### src/rtl/ray_unit_sphere_intersect_assert.svh
// ----------------------------------------------------------------------------
// Ray versus unit sphere: assertion macros
// Concurrent checks on the rising clock edge, idle while reset is held.
// ----------------------------------------------------------------------------
`ifndef RAY_UNIT_SPHERE_INTERSECT_ASSERT_SVH
`define RAY_UNIT_SPHERE_INTERSECT_ASSERT_SVH

// same-cycle implication
`define RUSI_ASSERT_HOLDS(lbl, ante, cons, msg) \
  lbl: assert property (@(posedge clk_i) disable iff (!rst_ni) (ante) |-> (cons)) \
    else $error(msg);

// next-cycle implication
`define RUSI_ASSERT_NEXT(lbl, ante, cons, msg) \
  lbl: assert property (@(posedge clk_i) disable iff (!rst_ni) (ante) |=> (cons)) \
    else $error(msg);

`endif

### src/rtl/rusi_sqrt_cell.sv
// ----------------------------------------------------------------------------
// rusi_sqrt_cell
// One bit of a pipelined integer square root: shift in two radicand bits,
// trial subtract, register root, remainder and the riding payload.
// ----------------------------------------------------------------------------
`default_nettype none

module rusi_sqrt_cell #(
  parameter int SQW = 51,
  parameter int PLW = 1
) (
  input  wire logic               clk_i,
  input  wire logic               rst_ni,
  input  wire logic               en_i,
  input  wire logic               valid_i,
  input  wire logic [2*SQW-1:0]   rad_i,
  input  wire logic [SQW+2:0]     rem_i,
  input  wire logic [SQW-1:0]     root_i,
  input  wire logic [PLW-1:0]     pl_i,
  output logic                    valid_o,
  output logic [2*SQW-1:0]        rad_o,
  output logic [SQW+2:0]          rem_o,
  output logic [SQW-1:0]          root_o,
  output logic [PLW-1:0]          pl_o
);

  localparam int RW  = 2 * SQW;
  localparam int RMW = SQW + 3;

  logic           valid_q;
  logic [RW-1:0]  rad_q,  rad_d;
  logic [RMW-1:0] rem_q,  rem_d;
  logic [SQW-1:0] root_q, root_d;
  logic [PLW-1:0] pl_q;
  logic [RMW-1:0] rem_sh, trial;
  logic           ge;

  always_comb begin
    rem_sh = {rem_i[RMW-3:0], rad_i[RW-1 -: 2]};
    trial  = RMW'({root_i, 2'b01});
    ge     = rem_sh >= trial;
    rem_d  = ge ? (rem_sh - trial) : rem_sh;
    root_d = {root_i[SQW-2:0], ge};
    rad_d  = {rad_i[RW-3:0], 2'b00};
  end

  always_ff @(posedge clk_i or negedge rst_ni) begin
    if (!rst_ni) begin
      valid_q <= 1'b0;
    end else if (en_i) begin
      valid_q <= valid_i;
    end
  end

  always_ff @(posedge clk_i) begin
    if (en_i) begin
      rad_q  <= rad_d;
      rem_q  <= rem_d;
      root_q <= root_d;
      pl_q   <= pl_i;
    end
  end

  assign valid_o = valid_q;
  assign rad_o   = rad_q;
  assign rem_o   = rem_q;
  assign root_o  = root_q;
  assign pl_o    = pl_q;

endmodule

`default_nettype wire

### config.mk
export PLATFORM = sky130hd
export DESIGN_NAME = rusi_sqrt_cell
export DESIGN_NICKNAME = d
export VERILOG_FILES = /design/src/rtl/ray_unit_sphere_intersect_assert.svh /design/src/rtl/rusi_sqrt_cell.sv
export SDC_FILE = /design/constraint.sdc
export NUM_CORES = 1
export LEC_CHECK = 0
export BUFFER_PORTS_ARGS = -buffer_cell sky130_fd_sc_hd__buf_4
export CAP_MARGIN = 20
export CORE_MARGIN = 1
export CORE_UTILIZATION = 40
export CTS_BUF_LIST = sky130_fd_sc_hd__clkbuf_8 sky130_fd_sc_hd__clkbuf_16
export CTS_CLUSTER_SIZE = 30
export DETAILED_ROUTE_END_ITERATION = 8
export GPL_TIMING_DRIVEN = 0
export PLACE_DENSITY = 0.75
export SYNTH_ARGS = -nofsm -noshare
export SYNTH_HDL_FRONTEND = slang
export SYNTH_SLANG_ARGS = --single-unit
export TNS_END_PERCENT = 100
### constraint.sdc
create_clock -name clk_i -period 1.8 [get_ports clk_i]
set_input_delay 0.09 -clock clk_i [delete_from_list [all_inputs] [get_ports clk_i]]
set_output_delay 0.09 -clock clk_i [all_outputs]
set_load 0.05 [all_outputs]
==> results of run 1 <==
-- worst max-delay path: cells and delay by family --
kind	cells	cell delay [ns]
fa+ha+maj	1	0.26
buf+inv	3	0.23
compound gates	9	2.14
-- power by group through the flow --
stage / Sequential, uW / Clock, uW / Combinational [uW]
3_5_place_dp: 6130 / 0 / 4660
6_report: 6070 / 5170 / 6250
3_3_place_gp: 6120 / 0 / 4620
2_1_floorplan: 7820 / 0 / 1290
5_1_grt: 6110 / 5390 / 6450
4_1_cts: 6040 / 5160 / 5340
-- area by class of cell --
class,count,share of cell area
well taps,330,0.02163
clock inverters,18,0.01049
clock buffers,25,0.03278
multi-input cells,557,0.2625
plain buffers,25,0.01737
diodes,1,0.0001311
repair buffers,691,0.3148
inverters,64,0.01495
flip-flops and latches,207,0.3254
-- cell families (layout without fill, tap and decap cells) --
logic type               count (synthesis)  in the layout
adder cells (fa/ha/maj)                 53             53
XOR/XNOR                                48             48
flip-flops                             207            207
AO/OA/AOI/OAI                          241            241
multiplexers                             2              2
buffers and inverters                  101            823
AND/OR/NAND/NOR                        211            211
other                                    1              3
-- metal layers --
layer,vias to the layer above,global-route usage,routed length (microns)
li1,4605,-,-
met1,5113,0.3387,16190
met2,667,0.5281,23110
met3,195,0.04520,3344
met4,0,0.1484,2881
met5,-,0,0
-- registers in the layout (all words and copies together) (netlist names) --
name	cells
root_o	51
rad_o	100
pl_o	1
rem_o	54
valid_o	1
-- worst paths after layout --
check / end / slack, ns / cells after the start
worst max register to register: valid_o / 1.03 / 1
worst min-delay path: rem_o[52] / 0.06 / 3
worst max-delay path: rem_o[45] / -0.67 / 13
max in group asynchronous: valid_o / 1.27 / 3
worst min register to register: valid_o / 0.55 / 1
min in group asynchronous: valid_o / 0.42 / 3
-- synth_stat cells (3+ instances only) --
cell type / count
edfxtp_1: 206
a21oi_1: 92
nor2_1: 71
inv_1: 63
nand2_1: 58
ha_1: 53
o21ai_0: 46
a21o_1: 30
xnor2_1: 27
xor2_1: 21
buf_2: 20
nand4_1: 20
nand3_1: 13
nor3_1: 11
clkbuf_1: 10
a31oi_1: 9
o21a_1: 8
o21bai_1: 8
o211ai_1: 7
a21boi_0: 6
and3_1: 6
buf_4: 5
nand2b_1: 5
or3_1: 5
and2_1: 4
nor4_1: 4
o31ai_1: 4
a211oi_1: 3
a211oi_2: 3
nor2b_1: 3
or2_2: 3
-- stage by stage --
stage / total power (uW) / util
final: 17490 / 0.7580
after detailed placement: 10790 / 0.5558
after floorplan: 9109 / -
after CTS: 16540 / 0.6990
after global placement: 10740 / 0.5545
after global routing: 17940 / 0.7580
-- what timing repair did --
action / CTS / global route
setup buffers: 22 / 41
hold buffers: 207 / 0
pin swaps: 24 / 61
gates cloned: 2 / 7
endpoints found under the hold margin: 206 / 0
gates resized for setup: 112 / 275
setup endpoints to repair: 55 / 55
==> metrics.csv, run 1 <==
metric;value;unit
power.switching;6074;uW
setup_ws;-0.6692;ns
r2r_start;valid_o;
layout_commonest_cell;buf_4;
ys_async_sr_fraction;0.004831;
power_density;916.3;mW/mm^2
grt_max_degree;108;
ir_drop;0.0007957;V
finalSetupViolCount;55;
die_h;162.1;microns
power_frac_clock;0.295;
synth_top_area_frac;0.6031;
cp.required;2.07;ns
hp-class;in -> reg;
worstPathMaxFanout;6;
critPathMostFrequentCell;a2111oi_4;
cts-buffers-inserted;24;
fp.coreArea;0.02518;sq mm
critical-path-slowest-cell;a2111oi_4;
place.gp.congestion;0.9254;
synthAdderAreaFrac;0.06465;
internal_power;11410;uW
comb_power_share;0.357;
multi_input_comb_area;0.005010;sq mm
avgSynthCellArea;11.87;sq um
ys_ff_latch;207;
rsz0062_at_grt;true;
dp_cells;1612;
via_per_inst;5.516;
post-route-period-util;1.372;
post-route-min-period;2.469;ns
seq_area_frac_synth;0.6055;
clock_path_buffers;3;
hold_violations;0;
finClkSkew;0;ns
layout.cells.non_filler;1918;
relSlewSlack;0.4540;
port_buffers;416;
dp_hpwl;26270;microns
syn_inst;864;
synth_edf_count;206;
fmax;405.0;MHz
end_kind;register;
crit_type;in -> reg;
clk_pin_slew;0.06;ns
yosys.area_share.simple;0.09649;
outcome;finished, violations left;
p_seq_frac;0.347;
min_from;rem_i[50];
design.die.area;0.02629;sq mm
gr-total-overflow;0;
crit_start;root_i[12];
num-fill-cells;1479;
wirelength;45530;microns
antenna_found_initial;1;
initial_core_util;0.4073;
maxCapViolCount;0;
report.final.slew_viol_count;0;
startpoint_type;primary input;
first_iter_violations;931;
max_stage_delay;0.54;ns
hold_slack;0.06215;ns
io_pins;421;
wire_per_inst;23.74;microns
tns;-26.42;ns
final_antenna_net_count;0;
yosysWarnings;0;
p_leak;0.007978;uW
synth_mux_area_frac;0.002074;
violations;setup timing;
netlist_area;0.01026;sq mm
chipWidth;162.1;microns
layout-drive-gt1-share;0.4846;
nets;1835;
crit_arrival;2.74;ns
synth_top_family_by_area;compound AO/OA/AOI/OAI gates;
layout_common_cells;buf_4 (452), dlygate4sd3_1 (207), edfxtp_1 (206);
track_usage;0.2940;
dr_total_vias;10580;
dpl_cell_area;0.01400;sq mm
cts-htree-levels;1;
path_cells;buf_8, inv_4, ha_4, buf_6, a21o_1, a211oi_4, a2111oi_4, o31ai_4, a2111oi_4, o21ai_2, a31oi_2, o21ai_1, a31o_2;
grt_pass1_wl;58780;microns
final_cell_area;0.01909;sq mm
ys.flop_type;edfxtp_1;
regArea;0.006211;sq mm
switching_share;0.3473;
synth_compound_gate_area_share;0.1476;
syn2layout_area_growth;86.08;%
cts_root_buffer;clkbuf_16;
tritoncts;done;
synth.area.top_cells;edfxtp_1 (60%), ha_1 (6.5%), a21oi_1 (4.5%), nor2_1 (2.6%), inv_1 (2.3%);
cts.sinks;207;
dp_slack;-1.489;ns
synth_top_cell_by_area;edfxtp_1;
ys_types;64;
dr.pass1.iters;5;
drc_errors;0;
synth_xor_area_frac;0.04099;
grt_pass1_vias;10206;
insertion_delay;0.51;ns
tightest_slew;0.8190;ns
core.rowCount;58;
(Power assumes the default switching activity.)
==> run 2, diff against run 1 <==
==> constraint.sdc (replaced) <==
create_clock -name clk_i -period 1.8 [get_ports clk_i]
set_input_delay 0.36 -clock clk_i [delete_from_list [all_inputs] [get_ports clk_i]]
set_output_delay 0.36 -clock clk_i [all_outputs]
set_load 0.05 [all_outputs]
==> run 2 against run 1 <==
  * The run still ends with setup timing left
  * Combinational power shrank 11%
  * Global-route usage shrank 3.6 points
  * Maximum frequency shrank 6.6%
  * Flip-flop and latch count is the same
  * Non-clock buffer count shrank 180
  * Final cell count shrank 9.4%
  * Register-to-register slack gained 0.02 ns
  * Sequential power is essentially flat
  * Routed wire length shrank 16%
  * Critical endpoint unchanged
  * Largest power group is now registers
  * Highest routed layer unchanged
==> metrics.csv, run 2 (synthesis gave the netlist of run 1 again) <==
metric;value;unit;change
rsz0062_at_grt;true;;unchanged
hp-class;in -> reg;;unchanged
end_kind;register;;unchanged
dpl_cell_area;0.01400;sq mm;unchanged
r2r_start;valid_o;;unchanged
port_buffers;416;;unchanged
cts.sinks;207;;unchanged
crit_arrival;2.91;ns;was 2.74 ns
dr_total_vias;9278;;was 10580
antenna_found_initial;1;;unchanged
chipWidth;162.1;microns;unchanged
p_leak;0.007153;uW;was 0.007978 uW
regArea;0.006211;sq mm;unchanged
finClkSkew;0;ns;unchanged
wirelength;38190;microns;was 45530 microns
cp.required;2.07;ns;about the same
post-route-min-period;2.642;ns;was 2.469 ns
fmax;378.4;MHz;was 405.0 MHz
track_usage;0.2579;;was 0.2940
initial_core_util;0.4073;;unchanged
dp_hpwl;26270;microns;unchanged
startpoint_type;primary input;;unchanged
grt_pass1_wl;51610;microns;was 58780 microns
layout_common_cells;buf_4 (442), edfxtp_1 (206), a21oi_1 (69);;was buf_4 (452), dlygate4sd3_1 (207), edfxtp_1 (206)
io_pins;421;;unchanged
relSlewSlack;0.4715;;was 0.4540
final_cell_area;0.01696;sq mm;was 0.01909 sq mm
fp.coreArea;0.02518;sq mm;unchanged
grt_max_degree;108;;unchanged
min_path_cells;1;;was 3
syn2layout_area_growth;65.33;%;was 86.08%
design.die.area;0.02629;sq mm;unchanged
largest_register_ffs;100;;unchanged
tritoncts;done;;unchanged
timing.rr.end;valid_o;;unchanged
rrSetupSlack;1.05;ns;was 1.03 ns
power.total;16750;uW;was 17490 uW
tightest_slew;0.7927;ns;was 0.8190 ns
cts_root_buffer;clkbuf_16;;unchanged
die_h;162.1;microns;unchanged
insertion_delay;0.51;ns;about the same
cts-buffers-inserted;24;;unchanged
grt_pass1_vias;8812;;was 10206
clock_path_buffers;3;;unchanged
clk_pin_slew;0.06;ns;about the same
via_per_inst;5.338;;was 5.516
drc_errors;0;;unchanged
outcome;finished, violations left;;unchanged
num-fill-cells;1836;;was 1479
hold_slack;0.01607;ns;was 0.06215 ns
cts-htree-levels;1;;unchanged
layout_commonest_cell;buf_4;;unchanged
ir_drop;0.0007841;V;was 0.0007957 V
gr-total-overflow;0;;unchanged
setup_ws;-0.8425;ns;was -0.6692 ns
report.final.slew_viol_count;0;;unchanged
final_antenna_net_count;0;;unchanged
wire_per_inst;21.98;microns;was 23.74 microns
min_from;rad_i[75];;was rem_i[50]
maxCapViolCount;0;;unchanged
crit_type;in -> reg;;unchanged
holdPathEnd;rad_o[77];;was rem_o[52]
multi_input_comb_area;0.004695;sq mm;was 0.005010 sq mm
dr.pass1.iters;5;;unchanged
power_density;987.6;mW/mm^2;was 916.3 mW/mm^2
worst_r2r_path_depth;1;;unchanged
first_iter_violations;610;;was 931
worstPathMaxFanout;6;;unchanged
place.gp.congestion;0.9254;;unchanged
layout-drive-gt1-share;0.5039;;was 0.4846
post-route-period-util;1.468;;was 1.372
core.rowCount;58;;unchanged
violations;setup timing;;unchanged
hold_violations;0;;unchanged
nets;1655;;was 1835
finalSetupViolCount;55;;unchanged
-- run 2: changes by cell type in the layout (fill, tap and decap cells not counted), moves of 10 or more --
cell	previous run	this run
a21oi_2	33	17
dlygate4sd3_1	207	36
nor2_4	24	2
buf_4	452	442
nor2_1	36	57
a21oi_1	51	69
-- run 2: layout make-up --
class	count	share of cell area
clock buffers	25	0.03689
diodes	1	0.0001476
inverters	64	0.01726
plain buffers	26	0.01874
repair buffers	510	0.2477
clock inverters	18	0.01180
well taps	330	0.02435
multi-input cells	557	0.2768
flip-flops and latches	207	0.3662
-- run 2: critical path, stage by stage --
cell	delay [ns]
buf_8	0.08
inv_4	0.03
ha_4	0.25
buf_6	0.11
a21o_1	0.19
a211oi_4	0.10
a2111oi_4	0.42
o31ai_4	0.17
a2111oi_4	0.50
o21ai_2	0.16
a31oi_2	0.22
o21ai_1	0.09
a31o_2	0.22
-- run 2: how the worst max path moves through the flow --
stage                            to        from
after floorplan           rem_o[47]  root_i[46]
after global placement    rem_o[47]  root_i[25]
after detailed placement  rem_o[47]  root_i[25]
after CTS                 rem_o[45]   rem_i[12]
after global routing      rem_o[45]  root_i[12]
final                     rem_o[45]  root_i[12]
-- run 2: stage by stage --
step	TNS, ns	setup slack [ns]	std cells	utilization
final	-39.38	-0.8425	1738	0.6735
after global routing	-44.19	-0.9171	1738	0.6735
after CTS	-42.87	-0.8957	1689	0.6223
after detailed placement	-100.61	-1.759	1612	0.5558
after global placement	-282.66	-1.729	1611	0.5545
after floorplan	-45.43	-0.9732	865	-
-- run 2: layer usage --
layer / routed length, microns / vias up / track usage
met5: 0 / - / 0
met1: 14260 / 4524 / 0.3040
met2: 19800 / 423 / 0.4672
li1: - / 4248 / -
met4: 1464 / 0 / 0.09048
met3: 2666 / 83 / 0.04775
-- run 2: what timing repair did --
item / in CTS / in global routing
pin swaps: 24 / 53
hold buffers: 14 / 22
setup endpoints to repair: 55 / 55
gates resized for setup: 112 / 197
buffers inserted: 22 / 33
gates cloned: 2 / 5
hold endpoints to repair: 14 / 23
-- run 2: where the power goes --
part | internal, uW | switching, uW
clock network | 3100 | 2030
logic | 2060 | 3520
registers | 5890 | 145
==> run 3, diff against run 2 <==
--- a/config.mk
+++ b/config.mk
@@ -14,6 +14,7 @@
 export DETAILED_ROUTE_END_ITERATION = 8
 export GPL_TIMING_DRIVEN = 0
 export PLACE_DENSITY = 0.75
+export RECOVER_POWER = 50
 export SYNTH_ARGS = -nofsm -noshare
 export SYNTH_HDL_FRONTEND = slang
 export SYNTH_SLANG_ARGS = --single-unit
==> constraint.sdc (replaced) <==
create_clock -name clk_i -period 2.7 [get_ports clk_i]
set_input_delay 0.54 -clock clk_i [delete_from_list [all_inputs] [get_ports clk_i]]
set_output_delay 0.54 -clock clk_i [all_outputs]
set_load 0.05 [all_outputs]
==> run 3 against run 2 <==
  * The flow still finishes with violations (setup timing)
  * Count of clock-buffer cells in the layout is 5 higher
  * Worst setup slack better by 0.69 ns
  * Global-route usage is 0.51 points lower
  * Non-clock buffer count is 34 lower
  * First-iteration DRC count is 14% higher
  * Routed wire length is 2.0% lower
  * Worst hold slack better by 0.19 ns
  * Highest routed layer unchanged
  * Die area stayed put
  * Via count is 0.16% lower
  * Register-to-register slack better by 0.91 ns
  * Clock power is 38% lower
  * Sequential share of layout area is 0.62 points higher
==> metrics.csv, run 3 (synthesis gave the netlist of run 1 again) <==
metric;value;unit;change
die_h;162.1;microns;unchanged
worstPathMaxFanout;8;;was 6
relSlewSlack;0.01259;;was 0.4715
path_cells;clkbuf_4, inv_1, ha_1, buf_4, nand4_1, buf_4, nor4_4, nand3b_1, o21ai_1, a21oi_2, o21ai_2, nor2_4, buf_4, buf_6, buf_12, nand2_1, o211ai_1;;was buf_8, inv_4, ha_4, buf_6, a21o_1, a211oi_4, a2111oi_4, o31ai_4, a2111oi_4, o21ai_2, a31oi_2, o21ai_1, a31o_2
final_cell_area;0.01668;sq mm;was 0.01696 sq mm
dr.pass1.iters;5;;unchanged
core.rowCount;58;;unchanged
largest_register_ffs;100;;unchanged
first_iter_violations;696;;was 610
io_pins;421;;unchanged
antenna_found_initial;1;;unchanged
tightest_slew;1.481;ns;was 0.7927 ns
syn2layout_area_growth;62.59;%;was 65.33%
grt_max_degree;109;;was 108
max_stage_delay;0.35;ns;was 0.50 ns
track_usage;0.2528;;was 0.2579
end_kind;register;;unchanged
cp.required;2.95;ns;was 2.07 ns
initial_core_util;0.4073;;unchanged
wire_per_inst;21.97;microns;was 21.98 microns
layout-drive-gt1-share;0.5178;;was 0.5039
violations;setup timing;;unchanged
layout_common_cells;buf_4 (327), edfxtp_1 (206), clkbuf_4 (114);;was buf_4 (442), edfxtp_1 (206), a21oi_1 (69)
via_per_inst;5.436;;was 5.338
rsz0062_at_grt;true;;unchanged
drc_errors;0;;unchanged
power_density;655.0;mW/mm^2;was 987.6 mW/mm^2
dp_hpwl;26140;microns;was 26270 microns
grt_pass1_vias;8706;;was 8812
dp_cells;1612;;unchanged
tritoncts;done;;unchanged
hold_violations;0;;unchanged
crit_arrival;3.10;ns;was 2.91 ns
final_antenna_net_count;0;;unchanged
p_leak;0.006939;uW;was 0.007153 uW
design.die.area;0.02629;sq mm;unchanged
fp.coreArea;0.02518;sq mm;unchanged
post-route-period-util;1.056;;
crit_type;in -> reg;;unchanged
dpl_cell_area;0.01400;sq mm;about the same
critPathMostFrequentCell;buf_4;;was a2111oi_4
fmax;350.6;MHz;
clk_pin_slew;0.06;ns;about the same
clock_path_buffers;3;;unchanged
setup_ws;-0.1522;ns;was -0.8425 ns
crit_buf_inv;7;;was 3
cts-htree-levels;1;;unchanged
insertion_delay;0.50;ns;was 0.51 ns
chipWidth;162.1;microns;unchanged
crit_family;buffers and inverters;;was compound AO/OA/AOI/OAI gates
wirelength;37430;microns;was 38190 microns
nets;1622;;was 1655
finClkSkew;0;ns;unchanged
maxCapViolCount;0;;unchanged
hold_slack;0.2070;ns;was 0.01607 ns
cts_root_buffer;clkbuf_16;;unchanged
outcome;finished, violations left;;unchanged
port_buffers;416;;unchanged
report.final.slew_viol_count;0;;unchanged
dp_slack;-0.9822;ns;was -1.759 ns
critical-path-slowest-cell;nor4_4;;was a2111oi_4
num-fill-cells;1847;;was 1836
final_core_util;0.6623;;was 0.6735
cts.sinks;207;;unchanged
layout_commonest_cell;buf_4;;unchanged
hp-class;in -> reg;;unchanged
layout.cells.non_filler;1704;;was 1738
grt_pass1_wl;50620;microns;was 51610 microns
gr-total-overflow;0;;unchanged
cts-buffers-inserted;24;;unchanged
post-route-min-period;2.852;ns;
place.gp.congestion;0.9032;;was 0.9254
ir_drop;0.0005916;V;was 0.0007841 V
finalSetupViolCount;53;;was 55
dr_total_vias;9263;;was 9278
startpoint_type;primary input;;unchanged
## run 3: changes by cell type in the layout (fill, tap and decap cells not counted), sizes merged
cell | before | now
dlygate4sd3 | 36 | 1
bufinv | 4 | 1
clkinvlp | 3 | 1
clkbuf | 31 | 166
inv | 65 | 68
buf | 494 | 365
clkinv | 10 | 7
## run 3: final cells by class
cell class	count	area (sq um)	share of cell area
Timing Repair inverter	1	16.27	0.0009753
Buffer	25	291.5	0.01748
Tap cell	330	412.9	0.02476
Timing Repair Buffer	477	3860	0.2315
Antenna cell	1	2.502	0.0001500
Clock buffer	30	694.4	0.04164
Inverter	64	277.8	0.01666
Multi-Input combinational cell	557	4823	0.2892
Sequential cell	207	6211	0.3724
Clock inverter	12	87.58	0.005252
## run 3: worst paths after layout
| kind | slack, ns | endpoint | cells past startpoint | startpoint |
|---|---|---|---|---|
| setup / recovery | -0.15 | rem_o[49] | 17 | root_i[9] |
| hold / removal | 0.21 | root_o[13] | 1 | root_i[12] |
| setup reg to reg | 1.96 | valid_o | 1 | valid_o |
| hold reg to reg | 0.51 | valid_o | 1 | valid_o |
| max in group asynchronous | 2.25 | valid_o | 2 | rst_ni |
| min in group asynchronous | 0.37 | valid_o | 2 | rst_ni |
## run 3: per-stage QoR
stage               power (uW)  setup TNS, ns
finish                   10920         -4.029
CTS                      10580         -2.665
global placement          7162         -89.56
floorplan                 6072         -5.934
detailed placement        7193         -46.50
global route             11300         -8.194
## run 3: per-layer routing
layer  track usage  routed length (microns)  up-vias
met2        0.4473                    19140      488
met4       0.09777                     1667        0
met3       0.04980                     2898      101
met5             0                        0        -
met1        0.3016                    13730     4489
li1              -                        -     4185
## run 3: repair_timing
action                                  in CTS  in global routing
buffers inserted                            25                 25
pin swaps                                   33                 44
hold buffers                                 1                  0
endpoints found under the hold margin        1                  0
gates resized for setup                    113                212
endpoints found under the setup margin      55                 55
gates cloned                                 2                  8
## run 3: power breakdown
part           switching [uW]  internal [uW]
clock                    1270           1900
sequential               92.3           3930
combinational            2370           1360
